## src/sv/rcc_pkg.sv

```systemverilog
// Shared types, constants and codes of the crop and centroid core.
`default_nettype none

package rcc_pkg;

   localparam int DATA_BITS      = 32;
   localparam int COUNT_BITS     = 21;
   localparam int BOX_BITS       = 10;
   localparam int SIZE_BITS      = 11;
   localparam int CMP_BITS       = 13;
   localparam int CSR_INDEX_BITS = 3;
   localparam int CSR_DATA_BITS  = 11;

   localparam int DEF_MAX_COLUMNS = 1024;
   localparam int DEF_MAX_ROWS    = 1024;
   localparam int DEF_COORD_BITS  = 32;

   localparam logic [BOX_BITS-1:0]  BOX_LEFT_RESET   = BOX_BITS'(0);
   localparam logic [BOX_BITS-1:0]  BOX_TOP_RESET    = BOX_BITS'(0);
   localparam logic [BOX_BITS-1:0]  BOX_RIGHT_RESET  = BOX_BITS'(1);
   localparam logic [BOX_BITS-1:0]  BOX_BOTTOM_RESET = BOX_BITS'(1);
   localparam logic [SIZE_BITS-1:0] FRAME_SIZE_RESET = SIZE_BITS'(1024);

   typedef enum logic [CSR_INDEX_BITS-1:0] {
      CSR_BOX_LEFT      = 3'd0,
      CSR_BOX_TOP       = 3'd1,
      CSR_BOX_RIGHT     = 3'd2,
      CSR_BOX_BOTTOM    = 3'd3,
      CSR_FRAME_COLUMNS = 3'd4,
      CSR_FRAME_ROWS    = 3'd5,
      CSR_KEEP_INSIDE   = 3'd6
   } csr_index_type;

   typedef enum logic [1:0] {
      KIND_POINT    = 2'd0,
      KIND_CENTROID = 2'd1,
      KIND_ERROR    = 2'd2
   } kind_type;

   typedef enum logic [1:0] {
      ST_RUN,
      ST_LOAD,
      ST_DIV,
      ST_OUT
   } state_type;

   typedef struct packed {
      logic [BOX_BITS-1:0] box_left;
      logic [BOX_BITS-1:0] box_top;
      logic [BOX_BITS-1:0] box_right;
      logic [BOX_BITS-1:0] box_bottom;
      logic [CMP_BITS-1:0] columns;
      logic [CMP_BITS-1:0] rows;
      logic                keep_inside;
      logic                box_ok;
   } cfg_type;

   typedef struct packed {
      logic accept;
      logic div_start;
      logic cent_load;
   } cmd_type;

   typedef struct packed {
      logic last;
      logic out_free;
      logic div_busy;
   } status_type;

endpackage

`default_nettype wire

```

## src/sv/rcc_csr.sv

```systemverilog
// Configuration registers with clamped frame geometry and box check.
`default_nettype none

module rcc_csr #(
   parameter int MAX_COLUMNS = rcc_pkg::DEF_MAX_COLUMNS,
   parameter int MAX_ROWS    = rcc_pkg::DEF_MAX_ROWS
) (
   input  wire logic                               clock,
   input  wire logic                               reset,
   input  wire logic                               csr_valid,
   output logic                                    csr_ready,
   input  wire logic [rcc_pkg::CSR_INDEX_BITS-1:0] csr_index,
   input  wire logic [rcc_pkg::CSR_DATA_BITS-1:0]  csr_data,
   output rcc_pkg::cfg_type                        cfg
);
   import rcc_pkg::*;

   logic [BOX_BITS-1:0]  box_left_ff, box_left_in;
   logic [BOX_BITS-1:0]  box_top_ff, box_top_in;
   logic [BOX_BITS-1:0]  box_right_ff, box_right_in;
   logic [BOX_BITS-1:0]  box_bottom_ff, box_bottom_in;
   logic [SIZE_BITS-1:0] frame_columns_ff, frame_columns_in;
   logic [SIZE_BITS-1:0] frame_rows_ff, frame_rows_in;
   logic                 keep_inside_ff, keep_inside_in;
   logic [CMP_BITS-1:0]  columns_ext;
   logic [CMP_BITS-1:0]  rows_ext;
   logic [CMP_BITS-1:0]  columns_eff;
   logic [CMP_BITS-1:0]  rows_eff;

   assign csr_ready = 1'b1;

   always_comb begin
      box_left_in      = box_left_ff;
      box_top_in       = box_top_ff;
      box_right_in     = box_right_ff;
      box_bottom_in    = box_bottom_ff;
      frame_columns_in = frame_columns_ff;
      frame_rows_in    = frame_rows_ff;
      keep_inside_in   = keep_inside_ff;
      if (csr_valid && csr_ready) begin
         unique case (csr_index_type'(csr_index))
            CSR_BOX_LEFT:      box_left_in      = csr_data[BOX_BITS-1:0];
            CSR_BOX_TOP:       box_top_in       = csr_data[BOX_BITS-1:0];
            CSR_BOX_RIGHT:     box_right_in     = csr_data[BOX_BITS-1:0];
            CSR_BOX_BOTTOM:    box_bottom_in    = csr_data[BOX_BITS-1:0];
            CSR_FRAME_COLUMNS: frame_columns_in = csr_data[SIZE_BITS-1:0];
            CSR_FRAME_ROWS:    frame_rows_in    = csr_data[SIZE_BITS-1:0];
            CSR_KEEP_INSIDE:   keep_inside_in   = csr_data[0];
            default: ;
         endcase
      end
   end

   always_ff @(posedge clock) begin
      if (reset) begin
         box_left_ff      <= BOX_LEFT_RESET;
         box_top_ff       <= BOX_TOP_RESET;
         box_right_ff     <= BOX_RIGHT_RESET;
         box_bottom_ff    <= BOX_BOTTOM_RESET;
         frame_columns_ff <= FRAME_SIZE_RESET;
         frame_rows_ff    <= FRAME_SIZE_RESET;
         keep_inside_ff   <= 1'b1;
      end else begin
         box_left_ff      <= box_left_in;
         box_top_ff       <= box_top_in;
         box_right_ff     <= box_right_in;
         box_bottom_ff    <= box_bottom_in;
         frame_columns_ff <= frame_columns_in;
         frame_rows_ff    <= frame_rows_in;
         keep_inside_ff   <= keep_inside_in;
      end
   end

   always_comb begin
      columns_ext = CMP_BITS'(frame_columns_ff);
      rows_ext    = CMP_BITS'(frame_rows_ff);
      priority if (columns_ext == '0) begin
         columns_eff = CMP_BITS'(1);
      end else if (columns_ext > CMP_BITS'(MAX_COLUMNS)) begin
         columns_eff = CMP_BITS'(MAX_COLUMNS);
      end else begin
         columns_eff = columns_ext;
      end
      priority if (rows_ext == '0) begin
         rows_eff = CMP_BITS'(1);
      end else if (rows_ext > CMP_BITS'(MAX_ROWS)) begin
         rows_eff = CMP_BITS'(MAX_ROWS);
      end else begin
         rows_eff = rows_ext;
      end
   end

   always_comb begin
      cfg.box_left    = box_left_ff;
      cfg.box_top     = box_top_ff;
      cfg.box_right   = box_right_ff;
      cfg.box_bottom  = box_bottom_ff;
      cfg.columns     = columns_eff;
      cfg.rows        = rows_eff;
      cfg.keep_inside = keep_inside_ff;
      cfg.box_ok      = (box_left_ff < box_right_ff) && (box_top_ff < box_bottom_ff) &&
                        (CMP_BITS'(box_right_ff) < columns_eff) &&
                        (CMP_BITS'(box_bottom_ff) < rows_eff);
   end

endmodule

`default_nettype wire

```

## src/sv/rcc_divider.sv

```systemverilog
// Three-lane bit-serial divider forming rounded centroid coordinates.
`default_nettype none

module rcc_divider #(
   parameter int SUM_BITS = rcc_pkg::DEF_COORD_BITS + rcc_pkg::COUNT_BITS - 1
) (
   input  wire logic                           clock,
   input  wire logic                           reset,
   input  wire logic                           start,
   input  wire logic [SUM_BITS-1:0]            sum_in [3],
   input  wire logic [rcc_pkg::COUNT_BITS-1:0] count_in,
   output logic [rcc_pkg::DATA_BITS-1:0]       quot_out [3],
   output logic                                busy
);
   import rcc_pkg::*;

   localparam int STEP_BITS = $clog2(SUM_BITS);

   logic [SUM_BITS-1:0]   dvd_ff [3];
   logic [SUM_BITS-1:0]   dvd_in [3];
   logic [COUNT_BITS-1:0] rem_ff [3];
   logic [COUNT_BITS-1:0] rem_in [3];
   logic                  neg_ff [3];
   logic                  neg_in [3];
   logic [COUNT_BITS-1:0] cnt_ff, cnt_in;
   logic [STEP_BITS-1:0]  step_ff, step_in;
   logic                  busy_ff, busy_in;
   logic                  prep_ff, prep_in;
   logic [COUNT_BITS:0]   rem_sh [3];
   logic [COUNT_BITS:0]   rem_diff [3];
   logic                  qbit [3];
   logic [SUM_BITS-1:0]   signed_q [3];

   always_comb begin
      cnt_in  = cnt_ff;
      step_in = step_ff;
      busy_in = busy_ff;
      prep_in = prep_ff;
      for (int i = 0; i < 3; i++) begin
         dvd_in[i]   = dvd_ff[i];
         rem_in[i]   = rem_ff[i];
         neg_in[i]   = neg_ff[i];
         rem_sh[i]   = {rem_ff[i], dvd_ff[i][SUM_BITS-1]};
         rem_diff[i] = rem_sh[i] - {1'b0, cnt_ff};
         qbit[i]     = rem_sh[i] >= {1'b0, cnt_ff};
      end
      if (start) begin
         cnt_in  = count_in;
         step_in = '0;
         busy_in = 1'b1;
         prep_in = 1'b1;
         for (int i = 0; i < 3; i++) begin
            neg_in[i] = sum_in[i][SUM_BITS-1];
            dvd_in[i] = sum_in[i][SUM_BITS-1] ? (SUM_BITS'(0) - sum_in[i]) : sum_in[i];
            rem_in[i] = '0;
         end
      end else if (busy_ff && prep_ff) begin
         prep_in = 1'b0;
         for (int i = 0; i < 3; i++) begin
            dvd_in[i] = dvd_ff[i] + SUM_BITS'(cnt_ff[COUNT_BITS-1:1]);
         end
      end else if (busy_ff) begin
         for (int i = 0; i < 3; i++) begin
            rem_in[i] = qbit[i] ? rem_diff[i][COUNT_BITS-1:0] : rem_sh[i][COUNT_BITS-1:0];
            dvd_in[i] = {dvd_ff[i][SUM_BITS-2:0], qbit[i]};
         end
         step_in = step_ff + STEP_BITS'(1);
         if (step_ff == STEP_BITS'(SUM_BITS - 1)) begin
            busy_in = 1'b0;
         end
      end
   end

   always_ff @(posedge clock) begin
      if (reset) begin
         busy_ff <= 1'b0;
         prep_ff <= 1'b0;
         step_ff <= '0;
      end else begin
         busy_ff <= busy_in;
         prep_ff <= prep_in;
         step_ff <= step_in;
      end
   end

   always_ff @(posedge clock) begin
      cnt_ff <= cnt_in;
      for (int i = 0; i < 3; i++) begin
         dvd_ff[i] <= dvd_in[i];
         rem_ff[i] <= rem_in[i];
         neg_ff[i] <= neg_in[i];
      end
   end

   always_comb begin
      for (int i = 0; i < 3; i++) begin
         signed_q[i] = neg_ff[i] ? (SUM_BITS'(0) - dvd_ff[i]) : dvd_ff[i];
         quot_out[i] = signed_q[i][DATA_BITS-1:0];
      end
   end

   assign busy = busy_ff;

endmodule

`default_nettype wire

```

## src/sv/rcc_datapath.sv

```systemverilog
// Raster position, box test, coordinate sums and the result register.
`default_nettype none

module rcc_datapath #(
   parameter int MAX_COLUMNS = rcc_pkg::DEF_MAX_COLUMNS,
   parameter int MAX_ROWS    = rcc_pkg::DEF_MAX_ROWS,
   parameter int COORD_BITS  = rcc_pkg::DEF_COORD_BITS
) (
   input  wire logic                           clock,
   input  wire logic                           reset,
   input  wire rcc_pkg::cfg_type               cfg,
   input  wire rcc_pkg::cmd_type               cmd,
   output rcc_pkg::status_type                 status,
   input  wire logic [rcc_pkg::DATA_BITS-1:0]  req_point_x,
   input  wire logic [rcc_pkg::DATA_BITS-1:0]  req_point_y,
   input  wire logic [rcc_pkg::DATA_BITS-1:0]  req_point_z,
   input  wire logic                           req_point_ok,
   output logic                                rsp_valid,
   input  wire logic                           rsp_stall,
   output logic [1:0]                          rsp_result_kind,
   output logic [rcc_pkg::DATA_BITS-1:0]       rsp_out_x,
   output logic [rcc_pkg::DATA_BITS-1:0]       rsp_out_y,
   output logic [rcc_pkg::DATA_BITS-1:0]       rsp_out_z,
   output logic                                rsp_out_ok,
   output logic [rcc_pkg::COUNT_BITS-1:0]      rsp_valid_points,
   output logic                                rsp_frame_done
);
   import rcc_pkg::*;

   localparam int COL_BITS = $clog2(MAX_COLUMNS);
   localparam int ROW_BITS = $clog2(MAX_ROWS);
   localparam int SUM_BITS = COORD_BITS + COUNT_BITS - 1;

   logic [COL_BITS-1:0]   col_ff, col_in;
   logic [ROW_BITS-1:0]   row_ff, row_in;
   logic [SUM_BITS-1:0]   sum_ff [3];
   logic [SUM_BITS-1:0]   sum_in [3];
   logic [COUNT_BITS-1:0] count_ff, count_in;
   logic [COUNT_BITS-1:0] count_hold_ff, count_hold_in;

   logic                  rsp_valid_ff, rsp_valid_in;
   kind_type              kind_ff, kind_in;
   logic [DATA_BITS-1:0]  out_ff [3];
   logic [DATA_BITS-1:0]  out_in [3];
   logic                  out_ok_ff, out_ok_in;
   logic [COUNT_BITS-1:0] points_ff, points_in;
   logic                  done_ff, done_in;

   logic [CMP_BITS-1:0]   col_ext;
   logic [CMP_BITS-1:0]   row_ext;
   logic                  in_box;
   logic                  last_col;
   logic                  last;
   logic                  emit;
   logic                  point_valid;
   logic                  accumulate;
   logic                  out_free;
   logic [DATA_BITS-1:0]  coord [3];
   logic [SUM_BITS-1:0]   coord_wide [3];
   logic [DATA_BITS-1:0]  quot [3];
   logic                  div_busy;

   rcc_divider #(
      .SUM_BITS (SUM_BITS)
   ) u_divider (
      .clock    (clock),
      .reset    (reset),
      .start    (cmd.div_start),
      .sum_in   (sum_ff),
      .count_in (count_ff),
      .quot_out (quot),
      .busy     (div_busy)
   );

   always_comb begin
      col_ext  = CMP_BITS'(col_ff);
      row_ext  = CMP_BITS'(row_ff);
      in_box   = (col_ext >= CMP_BITS'(cfg.box_left)) && (col_ext < CMP_BITS'(cfg.box_right)) &&
                 (row_ext >= CMP_BITS'(cfg.box_top)) && (row_ext < CMP_BITS'(cfg.box_bottom));
      last_col = (col_ext + CMP_BITS'(1)) >= cfg.columns;
      last     = last_col && ((row_ext + CMP_BITS'(1)) >= cfg.rows);
      emit        = cfg.box_ok && (!cfg.keep_inside || in_box);
      point_valid = req_point_ok && (cfg.keep_inside || !in_box);
      accumulate  = cfg.box_ok && in_box && req_point_ok;
      coord_wide[0] = SUM_BITS'($signed(req_point_x[COORD_BITS-1:0]));
      coord_wide[1] = SUM_BITS'($signed(req_point_y[COORD_BITS-1:0]));
      coord_wide[2] = SUM_BITS'($signed(req_point_z[COORD_BITS-1:0]));
      for (int i = 0; i < 3; i++) begin
         coord[i] = coord_wide[i][DATA_BITS-1:0];
      end
      out_free = !rsp_valid_ff || !rsp_stall;
   end

   always_comb begin
      col_in        = col_ff;
      row_in        = row_ff;
      count_in      = count_ff;
      count_hold_in = count_hold_ff;
      for (int i = 0; i < 3; i++) begin
         sum_in[i] = sum_ff[i];
      end
      if (cmd.accept) begin
         if (accumulate) begin
            for (int i = 0; i < 3; i++) begin
               sum_in[i] = sum_ff[i] + coord_wide[i];
            end
            count_in = count_ff + COUNT_BITS'(1);
         end
         priority if (last) begin
            col_in = '0;
            row_in = '0;
         end else if (last_col) begin
            col_in = '0;
            row_in = row_ff + ROW_BITS'(1);
         end else begin
            col_in = col_ff + COL_BITS'(1);
         end
      end
      if (cmd.div_start) begin
         count_hold_in = count_ff;
         count_in      = '0;
         for (int i = 0; i < 3; i++) begin
            sum_in[i] = '0;
         end
      end
   end

   always_comb begin
      rsp_valid_in = rsp_valid_ff && rsp_stall;
      kind_in      = kind_ff;
      out_ok_in    = out_ok_ff;
      points_in    = points_ff;
      done_in      = done_ff;
      for (int i = 0; i < 3; i++) begin
         out_in[i] = out_ff[i];
      end
      if (cmd.accept && emit) begin
         rsp_valid_in = 1'b1;
         kind_in      = KIND_POINT;
         out_ok_in    = point_valid;
         points_in    = '0;
         done_in      = 1'b0;
         for (int i = 0; i < 3; i++) begin
            out_in[i] = point_valid ? coord[i] : '0;
         end
      end else if (cmd.cent_load) begin
         rsp_valid_in = 1'b1;
         done_in      = 1'b1;
         priority if (!cfg.box_ok) begin
            kind_in   = KIND_ERROR;
            out_ok_in = 1'b0;
            points_in = '0;
            for (int i = 0; i < 3; i++) begin
               out_in[i] = '0;
            end
         end else if (count_hold_ff == '0) begin
            kind_in   = KIND_CENTROID;
            out_ok_in = 1'b0;
            points_in = '0;
            for (int i = 0; i < 3; i++) begin
               out_in[i] = '0;
            end
         end else begin
            kind_in   = KIND_CENTROID;
            out_ok_in = 1'b1;
            points_in = count_hold_ff;
            for (int i = 0; i < 3; i++) begin
               out_in[i] = quot[i];
            end
         end
      end
   end

   always_ff @(posedge clock) begin
      if (reset) begin
         col_ff       <= '0;
         row_ff       <= '0;
         count_ff     <= '0;
         rsp_valid_ff <= 1'b0;
         for (int i = 0; i < 3; i++) begin
            sum_ff[i] <= '0;
         end
      end else begin
         col_ff       <= col_in;
         row_ff       <= row_in;
         count_ff     <= count_in;
         rsp_valid_ff <= rsp_valid_in;
         for (int i = 0; i < 3; i++) begin
            sum_ff[i] <= sum_in[i];
         end
      end
   end

   always_ff @(posedge clock) begin
      count_hold_ff <= count_hold_in;
      kind_ff       <= kind_in;
      out_ok_ff     <= out_ok_in;
      points_ff     <= points_in;
      done_ff       <= done_in;
      for (int i = 0; i < 3; i++) begin
         out_ff[i] <= out_in[i];
      end
   end

   always_comb begin
      status.last     = last;
      status.out_free = out_free;
      status.div_busy = div_busy;
   end

   assign rsp_valid        = rsp_valid_ff;
   assign rsp_result_kind  = kind_ff;
   assign rsp_out_x        = out_ff[0];
   assign rsp_out_y        = out_ff[1];
   assign rsp_out_z        = out_ff[2];
   assign rsp_out_ok       = out_ok_ff;
   assign rsp_valid_points = points_ff;
   assign rsp_frame_done   = done_ff;

endmodule

`default_nettype wire

```

## src/sv/rcc_ctrl.sv

```systemverilog
// Controller state machine sequencing points, centroid division and frame end.
`default_nettype none

module rcc_ctrl (
   input  wire logic                clock,
   input  wire logic                reset,
   input  wire logic                req_valid,
   output logic                     req_stall,
   input  wire rcc_pkg::status_type status,
   output rcc_pkg::cmd_type         cmd
);
   import rcc_pkg::*;

   state_type state_ff, state_in;

   always_ff @(posedge clock) begin
      if (reset) begin
         state_ff <= ST_RUN;
      end else begin
         state_ff <= state_in;
      end
   end

   always_comb begin
      state_in      = state_ff;
      cmd.accept    = 1'b0;
      cmd.div_start = 1'b0;
      cmd.cent_load = 1'b0;
      req_stall     = 1'b1;
      unique case (state_ff)
         ST_RUN: begin
            req_stall  = !status.out_free;
            cmd.accept = req_valid && status.out_free;
            if (cmd.accept && status.last) begin
               state_in = ST_LOAD;
            end
         end
         ST_LOAD: begin
            cmd.div_start = 1'b1;
            state_in      = ST_DIV;
         end
         ST_DIV: begin
            if (!status.div_busy) begin
               state_in = ST_OUT;
            end
         end
         ST_OUT: begin
            if (status.out_free) begin
               cmd.cent_load = 1'b1;
               state_in      = ST_RUN;
            end
         end
         default: state_in = ST_RUN;
      endcase
   end

`ifndef SYNTHESIS
   a_load_starts_divider: assert property (@(posedge clock) disable iff (reset)
      state_ff == ST_LOAD |=> state_ff == ST_DIV && status.div_busy)
      else $error("Divider did not start after the sums were handed over.");

   a_divide_then_output: assert property (@(posedge clock) disable iff (reset)
      state_ff == ST_DIV && !status.div_busy |=> state_ff == ST_OUT)
      else $error("Finished division did not move on to the frame-end result.");

   a_frame_end_slot_free: assert property (@(posedge clock) disable iff (reset)
      cmd.cent_load |-> status.out_free && !cmd.accept)
      else $error("Frame-end result loaded over a pending transaction.");
`endif

endmodule

`default_nettype wire

```

## src/sv/roi_crop_centroid_core.sv

```systemverilog
// Top level of the region-of-interest crop with centroid of the valid box points.
// A point result sits in the output register in the cycle after its transaction is accepted.
// Points are taken at one per cycle while the result side keeps up.
// On the last point of a frame, input is stalled while a bit-serial divider forms the centroid,
// and longer while the result side stalls.
// Synchronous reset clears position, sums and the output valid flag, and restores the register defaults.
`default_nettype none

module roi_crop_centroid_core #(
   parameter int MAX_COLUMNS = rcc_pkg::DEF_MAX_COLUMNS,
   parameter int MAX_ROWS    = rcc_pkg::DEF_MAX_ROWS,
   parameter int COORD_BITS  = rcc_pkg::DEF_COORD_BITS
) (
   input  wire logic                               clock,
   input  wire logic                               reset,
   input  wire logic                               req_valid,
   output logic                                    req_stall,
   input  wire logic [rcc_pkg::DATA_BITS-1:0]      req_point_x,
   input  wire logic [rcc_pkg::DATA_BITS-1:0]      req_point_y,
   input  wire logic [rcc_pkg::DATA_BITS-1:0]      req_point_z,
   input  wire logic                               req_point_ok,
   output logic                                    rsp_valid,
   input  wire logic                               rsp_stall,
   output logic [1:0]                              rsp_result_kind,
   output logic [rcc_pkg::DATA_BITS-1:0]           rsp_out_x,
   output logic [rcc_pkg::DATA_BITS-1:0]           rsp_out_y,
   output logic [rcc_pkg::DATA_BITS-1:0]           rsp_out_z,
   output logic                                    rsp_out_ok,
   output logic [rcc_pkg::COUNT_BITS-1:0]          rsp_valid_points,
   output logic                                    rsp_frame_done,
   input  wire logic                               csr_valid,
   output logic                                    csr_ready,
   input  wire logic [rcc_pkg::CSR_INDEX_BITS-1:0] csr_index,
   input  wire logic [rcc_pkg::CSR_DATA_BITS-1:0]  csr_data
);
   import rcc_pkg::*;

   cfg_type    cfg;
   cmd_type    cmd;
   status_type status;

   rcc_csr #(
      .MAX_COLUMNS (MAX_COLUMNS),
      .MAX_ROWS    (MAX_ROWS)
   ) u_csr (
      .clock     (clock),
      .reset     (reset),
      .csr_valid (csr_valid),
      .csr_ready (csr_ready),
      .csr_index (csr_index),
      .csr_data  (csr_data),
      .cfg       (cfg)
   );

   rcc_ctrl u_ctrl (
      .clock     (clock),
      .reset     (reset),
      .req_valid (req_valid),
      .req_stall (req_stall),
      .status    (status),
      .cmd       (cmd)
   );

   rcc_datapath #(
      .MAX_COLUMNS (MAX_COLUMNS),
      .MAX_ROWS    (MAX_ROWS),
      .COORD_BITS  (COORD_BITS)
   ) u_datapath (
      .clock            (clock),
      .reset            (reset),
      .cfg              (cfg),
      .cmd              (cmd),
      .status           (status),
      .req_point_x      (req_point_x),
      .req_point_y      (req_point_y),
      .req_point_z      (req_point_z),
      .req_point_ok     (req_point_ok),
      .rsp_valid        (rsp_valid),
      .rsp_stall        (rsp_stall),
      .rsp_result_kind  (rsp_result_kind),
      .rsp_out_x        (rsp_out_x),
      .rsp_out_y        (rsp_out_y),
      .rsp_out_z        (rsp_out_z),
      .rsp_out_ok       (rsp_out_ok),
      .rsp_valid_points (rsp_valid_points),
      .rsp_frame_done   (rsp_frame_done)
   );

endmodule

`default_nettype wire
```

## config.mk

```make
export PLATFORM = sky130hd
export DESIGN_NAME = roi_crop_centroid_core
export DESIGN_NICKNAME = d
export VERILOG_FILES = /design/src/sv/rcc_pkg.sv /design/src/sv/rcc_csr.sv /design/src/sv/rcc_divider.sv /design/src/sv/rcc_datapath.sv /design/src/sv/rcc_ctrl.sv /design/src/sv/roi_crop_centroid_core.sv
export SDC_FILE = /design/constraint.sdc
export NUM_CORES = 2
export LEC_CHECK = 0
export ABC_AREA = 1
export BUFFER_PORTS_ARGS = -buffer_cell sky130_fd_sc_hd__buf_4
export CAP_MARGIN = 15
export CORE_ASPECT_RATIO = 1.75
export CORE_MARGIN = 3
export CORE_UTILIZATION = 60
export DETAILED_ROUTE_END_ITERATION = 8
export PLACE_DENSITY_LB_ADDON = 0.08
export SLEW_MARGIN = 30
export SYNTH_ARGS = -nofsm -noshare
export SYNTH_HDL_FRONTEND = slang
export SYNTH_SLANG_ARGS = --single-unit
export TNS_END_PERCENT = 20
```

## constraint.sdc

```tcl
create_clock -name clock -period 7.3 [get_ports clock]
set_clock_uncertainty 0.05 [all_clocks]
set_input_delay 0.365 -clock clock [delete_from_list [all_inputs] [get_ports clock]]
set_output_delay 0.365 -clock clock [all_outputs]
set_load 0.05 [all_outputs]
```

; Yosys cells after proc, flatten, opt, wreduce, memory -nomap -nowiden
; Memory sizes are Yosys's and may differ from the RTL's.
; Index checks and enable logic that the tools add are counted.
[classes]
mux = 55
n_eq_ne = 14
n_reduce_logical = 44
add_sub_neg = 21
n_bitwise = 1
magnitude_cmp = 15
[op_table]
columns = operator, n
row1 = 2-to-1 mux 156 bit, 3
row2 = 2-to-1 mux 96 bit, 4
row3 = 2-to-1 mux 32 bit, 6
row4 = 2-to-1 mux 63 bit, 3
row5 = adder 52 x 20 -> 52 bit, 3
row6 = adder 52 bit, 3
row7 = 2-to-1 mux 52 bit, 3
row8 = "subtractor 1 x 52 -> 52 bit, first input constant", 3
row9 = 2-to-1 mux 21 bit, 5
row10 = "subtractor 1 x 32 -> 32 bit, first input constant", 3
row11 = greater-or-equal comparator 22 x 21 -> 1 bit, 3
row12 = subtractor 21 bit, 3
row13 = < comparator 10 bit, 4
row14 = 2-to-1 mux 10 bit, 4
row15 = greater-or-equal comparator 13 bit, 2
row16 = < comparator 10 x 13 -> 1 bit, 2
row17 = 2-to-1 mux 13 bit, 2
row18 = "adder 10 x 1 -> 11 bit, second input constant", 2
row19 = "greater-than comparator 11 bit, second input constant", 2
row20 = logical NOT 11 bit, 2
row21 = 2-to-1 mux 11 bit, 2
row22 = "adder 21 x 1 -> 21 bit, second input constant", 1
row23 = logical NOT 21 bit, 1
row24 = "adder 10 x 1 -> 10 bit, second input constant", 2
row25 = 24 further kinds, 82
[totals]
n_memories = 4
ramBits = 318
in_bits = 116
register_bits = 317
out_inout_bits = 124
elab_cells = 177
[mem_list]
columns = name, depth, word_bits, rd, rd_ports_with_merged_regs, write_ports, line
row1 = u_datapath.u_divider.dvd_ff, 3, 52, 3, 0, 3, rcc_divider.sv:19  ; logic [SUM_BITS-1:0] dvd_ff [3];
row2 = u_datapath.out_ff, 3, 32, 3, 0, 3, rcc_datapath.sv:43  ; logic [DATA_BITS-1:0] out_ff [3];
row3 = u_datapath.u_divider.rem_ff, 3, 21, 3, 0, 3, rcc_divider.sv:21  ; logic [COUNT_BITS-1:0] rem_ff [3];
row4 = u_datapath.u_divider.neg_ff, 3, 1, 3, 0, 3, rcc_divider.sv:23  ; logic neg_ff [3];

; Longest topological paths before layout
[depth]
word_depth = 9
ltp_mapped = 23
mapped_depth_nobuf = 22

; Cells and area by module
; From an unflattened synthesis, not the netlist that was laid out.
[hier_totals]
hier_cells = 10857
hier_area_um2 = 64503.1
[modules_own_cells]
columns = module, n_inst, cells_each, area_per_inst_um2, seq_area_each_um2
row1 = rcc_divider, 1, 5528, 31751.7, 6826.5
row2 = rcc_datapath, 1, 4815, 29069.1, 7987.7
row3 = rcc_csr, 1, 484, 3480.8, 1261.2
row4 = rcc_ctrl, 1, 30, 201.4, 40.0

; Worst setup path after synthesis
; Ideal clock, no wire load.
[synth_timing]
path_kind = reg-to-reg
from = register, netlist name u_ctrl.state_ff[1]
to = memory u_datapath.u_divider.dvd_ff[0][0] (netlist name), enable pin
n_path_buf = 3
path_stages_with_launch = 8
setup_time_ns = 1.299
t_required_ns = 5.951
period_less_slack_ns = 5.658
arrival_time_ns = 4.309
slack_ns = 1.642
cell_sequence = dfxtp_1 inv_1 ha_1 clkbuf_1 inv_1 clkbuf_1 clkbuf_1 nand2_1
[synth_rtl]
columns = element, line
row1 = to (decl), rcc_divider.sv:19

==> flow_summary.ini <==
[synth]
synth_edf_count = 277
async_flop_share_pct = 0
synth_area_per_cell_um2 = 6.78
syn_area_um2 = 53300
yosysTopAreaCell = edfxtp_1
ys_seq_area_share_pct = 29.1
synth_seq_cells = 635
yosysMostFrequentCell = nand2_1
ys.flop_type = dfxtp_1
netlist_instances = 7852
synth_top_area_share_pct = 15.6
syn-num-nets = 8359
ys.warnings.count = 0
synth_area_leaders = edfxtp_1, dfxtp_1, nand2_1
synth_commonest_cells = nand2_1, inv_1, nor2_1, a21oi_1, o21ai_0
yosysUniqueCellTypes = 67

[cells_and_area]
area_growth_pct = 10.6
fillCellCount = 8005
fin_area_um2 = 58900
drive_above_1_share_pct = 5.47
nNetsFinal = 8536

[critical_path]
cp_data_arrival_time_ps = 5380
required_ps = 7530
timing.reg2reg.setup_slack_ps = 2160
end_kind = flop
reg2regPathDepth = 18
cp-start-kind = flop
path_class = reg2reg
path_max_fanout = 47

[global_routing]
antenna_found_initial = 6
top_usage_layer = met2
met2_usage_pct = 71.4
track_usage_pct = 41.3
grt_max_degree = 153
grt_pass1_vias = 54473
grt_util_met1_pct = 42.6
grt_pass1_wl_um = 297000
grt_overflow = 0
met3_usage_pct = 8.01

[clocking]
cts_root_buf = clkbuf_16
clkTransAtPathRegs_ps = 60
cts_buffers = 68
htreeDepth = 3
cts-resized-gates = 0
clockBufferDepth = 3
cts_tree = done
clkLatencyLatePin_ps = 660
clkSinkCount = 635

[placement]
placed_area_um2 = 56000
gp_congestion = 1.02
port_buffers = 238
hpwlAfterDp_um = 152000

[floorplan]
die_h_um = 400
io_pins = 240
fp.dieW_um = 231
die_area_um2 = 92500
coreArea_um2 = 88100
rows = 144
initial_utilization_pct = 60.5

[detailed_routing]
vias_per_cell = 6.15
drtPass1Iterations = 7
wirelength_um = 198000
drtIter0Drc = 4905
route.detailed.drc = 0
vias = 56867
wl_per_cell_um = 21.4
postRouteAntennaNets = 0

[pwr]
ir_drop_uv = 354
p_per_area_nw_per_um2 = 371
p_leak_nw = 26.1

[sta]
grt_setup_unrepaired = false
maxSlewViolCount = 0
hold_viol_final = 0
slew_headroom_pct = 18.3
finalSetupTns_ps = 0
finalSetupViolCount = 0
fin_crit_ps = 5140
tightest_slew_ps = 1210
fmax_mhz = 195
period_share_pct = 70.4

[run_status]
status = complete, no violations

[worst_hold_path]
hp-class = in2reg
min_path_cells = 3

[run]
maxCapViolCount = 0
-- through the flow --
stage | utilization, % | power, mW | hold WS, ps | instances | worst slack (ps)
2_1_floorplan | - | 14.2 | 375 | 7852 | 1640
3_3_place_gp | 63.5 | 17.6 | 396 | 9055 | 2350
3_5_place_dp | 63.5 | 17.8 | 393 | 9056 | 2240
4_1_cts | 66.8 | 21.4 | 0.650 | 9252 | 2210
5_1_grt | 66.8 | 23.1 | 17.6 | 9252 | 1770
6_report | 66.9 | 21.8 | 26.3 | 9254 | 2160
-- flip-flops by register name, indices dropped and copies added (netlist names), 2 cells and up --
register                      flops
u_csr.box_left_ff                10
u_csr.frame_rows_ff              11
u_datapath.out_ff                96
u_datapath.rsp_valid_points      21
u_datapath.row_ff                10
u_ctrl.state_ff                   2
u_datapath.rsp_result_kind        2
u_datapath.col_ff                10
u_csr.box_bottom_ff              10
u_csr.box_right_ff               10
u_datapath.u_divider.rem_ff      63
u_datapath.count_hold_ff         21
u_datapath.u_divider.neg_ff       3
u_csr.box_top_ff                 10
u_csr.frame_columns_ff           11
u_datapath.u_divider.step_ff      6
u_datapath.u_divider.dvd_ff     156
u_datapath.count_ff              21
u_datapath.sum_ff               156
-- kinds of logic after synthesis --
family | Yosys count | share of synthesized area, %
fa+ha+maj | 391 | 9.31
flops | 635 | 29.1
other cells | 1 | 0.00704
xor+xnor | 399 | 6.56
buf+inv | 1193 | 8.52
compound gates | 1935 | 20.3
simple gates | 3298 | 26.3
-- worst max-delay path, cell delays in order, from the launching register on --
cell and delay (ps):
dfxtp_1 320, or2_1 250, o31ai_1 580, nand2_1 160
ha_1 340, a21oi_1 140, nor2_1 60, a211oi_1 160
nand2_1 80, nand2_1 60, nand2_1 50, nand2_1 110
nand2_1 100, nor2_4 320, nand2_4 130, inv_2 390
nand3_4 220, nand2_4 660, buf_4 550
-- final timing paths --
path | startpoint | to
worst max register to register | u_csr.frame_rows_ff[9] | u_datapath.out_ff[0][26]
worst min-delay path | req_point_z[1] | u_datapath.out_ff[0][65]
worst min register to register | u_datapath.count_ff[3] | u_datapath.count_hold_ff[3]
worst max-delay path | u_csr.frame_rows_ff[9] | u_datapath.out_ff[0][26]
-- cell usage in the layout, fill, tap and decap left out, types with 71 or more instances in the layout --
cell type / Yosys / layout
xor2_1: 299 / 299
edfxtp_1: 277 / 277
nand3_1: 536 / 536
dlygate4sd3_1: 0 / 71
nor2_1: 839 / 835
o211ai_1: 77 / 77
nor3_1: 166 / 166
o21ai_0: 694 / 694
a21oi_1: 804 / 803
inv_1: 942 / 937
nand4_1: 126 / 126
buf_4: 4 / 271
dfxtp_1: 358 / 357
ha_1: 382 / 381
nand2_1: 1496 / 1493
xnor2_1: 100 / 100
-- metal layers --
metal	vias up	share of wire, %
met5	-	0.040
met4	12	10
met3	900	7.6
met2	2693	48
met1	26150	34
li1	27112	-
-- area by class of cell --
type                    instances  area [um^2]  area share, %
diodes                          2         5.00        0.00850
clock buffers                  94         1920           3.26
clock inverters                31          303          0.514
inverters                     953         3580           6.08
multi-input cells            6024        33300           56.6
flip-flops and latches        635        15500           26.3
well taps                    1168         1460           2.48
repair buffers                347         2830           4.81
-- report_power, final --
| group | leakage [nW] | internal [mW] | switching [mW] |
|---|---|---|---|
| clock | 1.09 | 2.00 | 1.58 |
| sequential | 5.50 | 5.16 | 1.23 |
| combinational | 19.5 | 3.56 | 8.29 |
| total | 26.1 | 10.7 | 11.1 |
-- repair_timing --
action	in CTS	in global routing
buffers inserted	0	0
endpoints found under the hold margin	96	0
hold buffers	71	0
No activity file was read; power rests on OpenSTA's default activity.
